$ cat config.mk
export PLATFORM = sky130hd
export DESIGN_NAME = sct_back
export DESIGN_NICKNAME = d
export VERILOG_FILES = /design/src/design/sct_pkg.sv /design/src/design/sct_back.sv
export SDC_FILE = /design/constraint.sdc
export NUM_CORES = 1
export LEC_CHECK = 0
export BUFFER_PORTS_ARGS = -buffer_cell sky130_fd_sc_hd__buf_2
export CAP_MARGIN = 15
export CORE_MARGIN = 5
export CORE_UTILIZATION = 40
export DETAILED_ROUTE_END_ITERATION = 10
export PLACE_DENSITY = 0.76
export SLEW_MARGIN = 10
export SYNTH_ARGS = -nofsm -noshare
export SYNTH_HDL_FRONTEND = slang
export SYNTH_SLANG_ARGS = --single-unit
export TNS_END_PERCENT = 100
$ cat constraint.sdc
create_clock -name clk -period 3.15 [get_ports clk]
set_input_delay 0.315 -clock clk [delete_from_list [all_inputs] [get_ports clk]]
set_output_delay 0.315 -clock clk [all_outputs]
set_load 0.05 [all_outputs]
$ cat src/design/sct_pkg.sv
`timescale 1ns / 1ps
`default_nettype none

package sct_pkg;

    localparam int TERM_COUNT_DEF = 9;
    localparam int DATA_WIDTH_DEF = 32;

    localparam int FRAC      = 56;
    localparam int MAG_W     = 64;
    localparam int DIGIT_W   = 4;
    localparam int DIG_STEPS = MAG_W / DIGIT_W;

    localparam logic signed [MAG_W-1:0] PI_FX     = 64'sh0324_3F6A_8885_A309;
    localparam logic signed [MAG_W-1:0] NEG_PI_FX = -PI_FX;
    localparam logic signed [MAG_W-1:0] TWO_PI_FX = PI_FX <<< 1;
    localparam logic signed [MAG_W-1:0] ONE_FX    = 64'sd1 <<< FRAC;

    // one request in flight; terms are kept as sign and magnitude
    typedef struct packed {
        logic                    valid;
        logic                    is_cos;
        logic                    neg;
        logic [MAG_W-1:0]        mag;
        logic [MAG_W-1:0]        x2;
        logic signed [MAG_W-1:0] sum;
    } sct_item_t;

endpackage

`default_nettype wire

$ cat src/design/sct_back.sv
`timescale 1ns / 1ps
`default_nettype none

module sct_back
#(
    parameter int DATA_WIDTH = sct_pkg::DATA_WIDTH_DEF
)
(
    input  logic                         clk,
    input  logic                         rst_n,
    input  sct_pkg::sct_item_t           din,
    input  logic                         rsp_ready,
    output logic                         pipe_en,
    output logic                         rsp_valid,
    output logic signed [DATA_WIDTH-1:0] value
);
    import sct_pkg::*;

    localparam int SH = FRAC - (DATA_WIDTH - 2);
    localparam logic [MAG_W-1:0] HALF = MAG_W'(1) << (SH - 1);
    localparam logic [MAG_W-1:0] LIM  = (MAG_W'(1) << (DATA_WIDTH - 1)) - MAG_W'(1);
    localparam logic [MAG_W-1:0] LIMN = MAG_W'(1) << (DATA_WIDTH - 1);

    typedef struct packed {
        logic             valid;
        logic             neg;
        logic [MAG_W-1:0] mag;
    } sct_fin_t;

    sct_fin_t                     b1_next;
    sct_fin_t                     b1_reg;
    sct_fin_t                     b2_next;
    sct_fin_t                     b2_reg;
    logic                         out_load;
    logic                         rsp_valid_reg;
    logic signed [DATA_WIDTH-1:0] value_reg;
    logic signed [DATA_WIDTH-1:0] value_next;

    always_comb
    begin
        b1_next.valid = din.valid;
        b1_next.neg   = din.sum[MAG_W-1];
        b1_next.mag   = din.sum[MAG_W-1] ? MAG_W'(-din.sum) : MAG_W'(din.sum);
    end

    always_comb
    begin
        b2_next     = b1_reg;
        b2_next.mag = (b1_reg.mag + HALF) >> SH;
    end

    // saturate to the output format
    always_comb
    begin
        if (!b2_reg.neg)
        begin
            value_next = (b2_reg.mag > LIM) ? signed'(LIM[DATA_WIDTH-1:0])
                                            : signed'(b2_reg.mag[DATA_WIDTH-1:0]);
        end
        else if (b2_reg.mag > LIMN)
        begin
            value_next = signed'(LIMN[DATA_WIDTH-1:0]);
        end
        else
        begin
            value_next = signed'(DATA_WIDTH'(0) - b2_reg.mag[DATA_WIDTH-1:0]);
        end
    end

    assign out_load = rsp_ready || !rsp_valid_reg;
    assign pipe_en  = out_load || !b2_reg.valid;

    always_ff @(posedge clk or negedge rst_n)
    begin
        if (!rst_n)
        begin
            b1_reg <= '0;
            b2_reg <= '0;
        end
        else if (pipe_en)
        begin
            b1_reg <= b1_next;
            b2_reg <= b2_next;
        end
    end

    always_ff @(posedge clk or negedge rst_n)
    begin
        if (!rst_n)
        begin
            rsp_valid_reg <= 1'b0;
        end
        else if (out_load)
        begin
            rsp_valid_reg <= b2_reg.valid;
        end
    end

    always_ff @(posedge clk)
    begin
        if (out_load)
        begin
            value_reg <= value_next;
        end
    end

    assign rsp_valid = rsp_valid_reg;
    assign value     = value_reg;

endmodule

`default_nettype wire

# ---- Yosys cells after proc, flatten, opt, wreduce, memory -nomap -nowiden
# Cells that the tools add are included.
dict set report totals {
  ff_bits 139
  in_bits 198
  output_inout_bits 34
  word_cells 21
}
dict set report classes {
  addsub 3
  magnitude_cmp 2
  muxes 4
  n_reduce_logical 4
}
# op n
set ops {}
lappend ops {{32-bit two-way mux} 3}
lappend ops {{64-bit by 26-bit adder with 64-bit output (second input constant)} 1}
lappend ops {{64-bit two-way mux} 1}
lappend ops {{64-bit negator} 1}
lappend ops {{38-bit by 31-bit greater-than comparator with 1-bit output (second input constant)} 1}
lappend ops {{38-bit by 32-bit greater-than comparator with 1-bit output (second input constant)} 1}
lappend ops {{1-bit by 32-bit subtractor with 32-bit output (first input constant)} 1}
lappend ops {{1-bit logical NOT} 2}
lappend ops {{1-bit logical OR} 2}

# ---- Logic depth before layout (Yosys ltp)
dict set report logic_depth {
  depth_word 3
  ltp_mapped 10
  mapped_depth_nobuf 8
}

# ---- Worst setup path before layout
# No wires, ideal clock.
dict set report synth_timing {
  kind {register -> output}
  start {register rsp_valid_reg (netlist: rsp_valid)}
  end {output port pipe_en}
  t_arrival_ns 2.893
  required_ns 2.835
  setup_slack_ns -0.058
  stages_incl_launch_ff 7
  path_buffers 3
  path_cell_list {dfrtp_1 -> nand2b_1 -> nor2_1 -> clkbuf_1 -> inv_1 -> clkbuf_1 -> buf_1}
}
dict set report synth_via {
  elab_chain_len 3
}
# item line
set synth_lines {}
lappend synth_lines {{from (decl)} sct_back.sv:35} ;# logic rsp_valid_reg;
lappend synth_lines {{from (signal assigned)} sct_back.sv:95} ;# rsp_valid_reg <= b2_reg.valid;
lappend synth_lines {{1-bit logical NOT} sct_back.sv:70} ;# assign out_load = rsp_ready || !rsp_valid_reg;
lappend synth_lines {{1-bit logical OR} sct_back.sv:70}
lappend synth_lines {{via out_load} sct_back.sv:34} ;# logic out_load;
lappend synth_lines {{1-bit logical OR} sct_back.sv:71} ;# assign pipe_en = out_load || !b2_reg.valid;
lappend synth_lines {{to (decl)} sct_back.sv:13} ;# output logic pipe_en,
# The timed path passes the listed nets, and every way through them passes these cells.

# ---- Worst setup path in the final report
dict set report layout_timing {
  start {register b2_reg[12] in the netlist's numbering}
  end {register value_reg[24] (netlist: value[24]) (data pin)}
}
dict set report layout_via {
  elab_chain_len 3
  word_cells_on_any_way 6
  classes_between {add/sub: 1; order compare: 2; mux: 3}
}
# item line
set layout_lines {}
lappend layout_lines {{from (decl)} sct_back.sv:33} ;# sct_fin_t b2_reg;
lappend layout_lines {{from (signal assigned)} sct_back.sv:83} ;# b2_reg <= b2_next;
lappend layout_lines {{1-bit by 32-bit subtractor with 32-bit output (tied with other cells)} sct_back.sv:66} ;# value_next = signed'(DATA_WIDTH'(0) - b2_reg.mag[DATA_WIDTH-1:0]);
lappend layout_lines {{32-bit two-way mux (on tied branches)} {sct_back.sv:60, sct_back.sv:57}}
lappend layout_lines {{32-bit two-way mux (*)} sct_back.sv:55} ;# if (!b2_reg.neg)
lappend layout_lines {{via value_next[24]} sct_back.sv:37} ;# logic signed [DATA_WIDTH-1:0] value_next;
lappend layout_lines {{to (signal assigned)} sct_back.sv:103} ;# value_reg <= value_next;
lappend layout_lines {{to (decl)} sct_back.sv:36} ;# logic signed [DATA_WIDTH-1:0] value_reg;
# Mark *: on every way through the listed nets, which the timed path passes. The rest lies on a longest branch.
# A chain may end at the register's enable or synchronous reset.

==> impl_metrics.toml <==
[route]
via_per_inst = 5.43
via_count = 5732
wire_per_inst_um = 15.0
antenna_left = 0
drc = 0
finalWirelength_mm = 15.8
firstDrtPassIters = 5
drt-initial-drc-count = 584

[critical_path]
slowest_stage = "or4_4"
cp_num_buf_inv = 0
endpoint_kind = "flop"
critPathLaunchType = "flop"
cp_max_fo = 6
slowest_delay_ns = 0.56
rr_worst_depth = 6
reg2reg_to = "value[24]"
path_cells = "or4_4, or3_4, nor4_4, nand2_1, or3_1, a221o_1"
r2r-start = "b2_reg[12]"
crit_type = "reg -> reg"
rrSetupSlack_ns = 0.36
required_ns = 3.30
path_delay_family = "simple AND/OR/NAND/NOR gates"
critPathArrivalTime_ns = 2.93

[yosys]
synth-seq-cells = 114
synth_mux_area_share_pct = 1.01
synth_area_um2 = 6550
synth_compound_area_share_pct = 16.6
synth_nets = 938
syn_inst = 738
synth_edf_count = 32
synth_xor_area_share_pct = 9.37
async_reset_ff_share_pct = 71.9
synth-warning-count = 0
synth_top_family_by_area = "simple AND/OR/NAND/NOR gates"
avgSynthCellArea_um2 = 8.87
ys.flop_type = "dfrtp_1"
ys_seq_area_share_pct = 46.0
synth-simple-area-share_pct = 23.5
synth_fa_ha_area_share_pct = 0.382
ys_types = 56

[placed_design]
port_buffers = 101
hpwl_mm = 11.3
gp_congestion = 0.879

[global_routing]
track_usage_pct = 17.1
first_global_vias = 5284
grt_antenna_before_repair = 0
grt_use_met3_pct = 3.45
use_met1_pct = 25.2
busiest_layer = "met2"
grt_max_degree = 112
met2_usage_pct = 25.7
globalRouteOverflowTotal = 0
grt_pass1_wl_mm = 26.0

[clock_network]
htreeDepth = 4
tritoncts = "yes"
ctsLongestPathBuffers = 2
cts_setup_buffers = 0
clk_pin_slew_ns = 0.05
cts_sinks = 114
root_buffer = "clkbuf_16"
clock_latency_ns = 0.41
numCtsBuffers = 17
cts_resized = 0
holdBufCountCts = 0

[final_layout]
fill_cells = 1496
nNetsFinal = 1027
drive_gt1_share_pct = 18.8
largest_register_ffs = 41
area_delta_synth_final_pct = 20.6
fin_util_pct = 49.5
antenna_cells = 0

[pwr]
irDropWorstVdd_uv = 445
powerDensity_nw_per_um2 = 765
leakagePower_nw = 3.06

[timing]
relSlewSlack_pct = 33.7
setup_tns_ns = 0
fin_skew_ns = 0.0109
fin_crit_sh_pct = 88.5
worstMarginPinSlew_ns = 0.995
drv_slew = 0
rsz0062_at_grt = "false"
fin_crit_ns = 2.79
final-hold-violation-count = 0
finalSetupViolCount = 0
timing.fmax_mhz = 359
whs_ns = 0.0639

[floorplanning]
initial_core_util_pct = 41.1
die_y_um = 138
io_pins = 232
row_count = 46
fp.coreArea_um2 = 15900
die_x_um = 138
die_area_um2 = 19000

[flow_run]
maxCapViolations = 0

[status]
outcome = "completed"

[hold_path]
min_path_type = "in -> async"
## cell usage after synthesis, types with 3 or more instances
| master | number | share of area (%) |
|---|---|---|
| a21oi_1 | 39 | 3.0 |
| a221o_1 | 3 | 0.46 |
| a311oi_1 | 4 | 0.54 |
| a31oi_1 | 6 | 0.57 |
| and3_1 | 13 | 1.2 |
| and4_1 | 5 | 0.67 |
| buf_1 | 4 | 0.23 |
| clkbuf_1 | 34 | 1.9 |
| dfrtp_1 | 82 | 31 |
| edfxtp_1 | 32 | 15 |
| inv_1 | 12 | 0.69 |
| mux2_2 | 5 | 0.86 |
| nand2_1 | 110 | 6.3 |
| nand3_1 | 24 | 1.8 |
| nand3b_1 | 3 | 0.34 |
| nand4_1 | 10 | 0.96 |
| nor2_1 | 70 | 4.0 |
| nor3_1 | 34 | 2.6 |
| nor4_1 | 16 | 1.5 |
| o211ai_1 | 4 | 0.46 |
| o21ai_0 | 73 | 5.6 |
| o22ai_1 | 13 | 1.2 |
| o31ai_1 | 8 | 0.92 |
| o41ai_1 | 12 | 1.6 |
| or3_1 | 9 | 0.86 |
| or4_1 | 3 | 0.34 |
| or4_4 | 5 | 0.86 |
| xnor2_1 | 19 | 2.5 |
| xor2_1 | 51 | 6.8 |
## worst register-to-register path, stage by stage, from the launching register on
cell,delay [ns]
dfrtp_1,0.44
or4_4,0.56
or3_4,0.38
nor4_4,0.33
nand2_1,0.16
or3_1,0.33
a221o_1,0.34
## kinds of logic after synthesis
kind of cell    count (synthesis)
simple gates                  316
xor+xnor                       70
mux                             6
buf+inv                        52
fa+ha+maj                       2
flops                         114
compound gates                178
## power by group
group          switching (W)  total (W)  internal, W
Sequential          0.000396    0.00237      0.00197
Clock               0.000655    0.00203      0.00137
Combinational        0.00114    0.00165     0.000506
Total                0.00219    0.00604      0.00385
## layout make-up
cell class	instances	area [um2]	area share, %
multi-input cells	572	3340	42.3
repair buffers	110	588	7.45
flip-flops and latches	114	3010	38.2
clock inverters	8	123	1.55
well taps	216	270	3.43
inverters	12	45.0	0.571
clock buffers	24	513	6.50
## metrics by stage
step	worst slack (ns)	cell area, um2	power, W	std cells
floorplan	0.329	6550	0.00353	738
global placement	0.434	7250	0.00396	1024
detailed placement	0.404	7250	0.00402	1024
CTS	0.391	7890	0.00605	1056
global route	0.179	7890	0.00635	1056
finish	0.362	7890	0.00604	1056
## per-layer routing
| metal | up-vias | share of wire [%] |
|---|---|---|
| met3 | 22 | 6.2 |
| met5 | - | 0 |
| met4 | 0 | 1.3 |
| li1 | 2866 | - |
| met2 | 194 | 44 |
| met1 | 2650 | 48 |
## cells in the final DEF, fill, tap and decap left out, types with 4 or more instances in the layout
master,count
nor4_1,16
nor3_1,34
or4_4,5
nand3_1,24
xnor2_1,19
a31oi_1,6
o211ai_1,4
nand2_1,110
o21ai_0,73
clkbuf_16,18
edfxtp_1,32
or3_1,9
and4_1,5
a311oi_1,4
buf_4,9
o31ai_1,8
dfrtp_1,82
xor2_1,51
o41ai_1,12
buf_2,100
and3_1,13
inv_1,12
a21oi_1,39
o22ai_1,13
nor2_1,69
mux2_2,5
clkbuf_8,4
nand4_1,10
## worst max-delay path by stage
stage / from / to / slack, ns / cells after the start
global placement: b2_reg[12] / value[24] / 0.43 / 6
finish: b2_reg[12] / value[24] / 0.36 / 6
global route: b2_reg[1] / value[5] / 0.18 / 8
detailed placement: b2_reg[12] / value[24] / 0.40 / 6
CTS: b2_reg[12] / value[24] / 0.39 / 6
floorplan: rsp_valid / pipe_en / 0.33 / 6
Power figures use the tool's default switching activity.
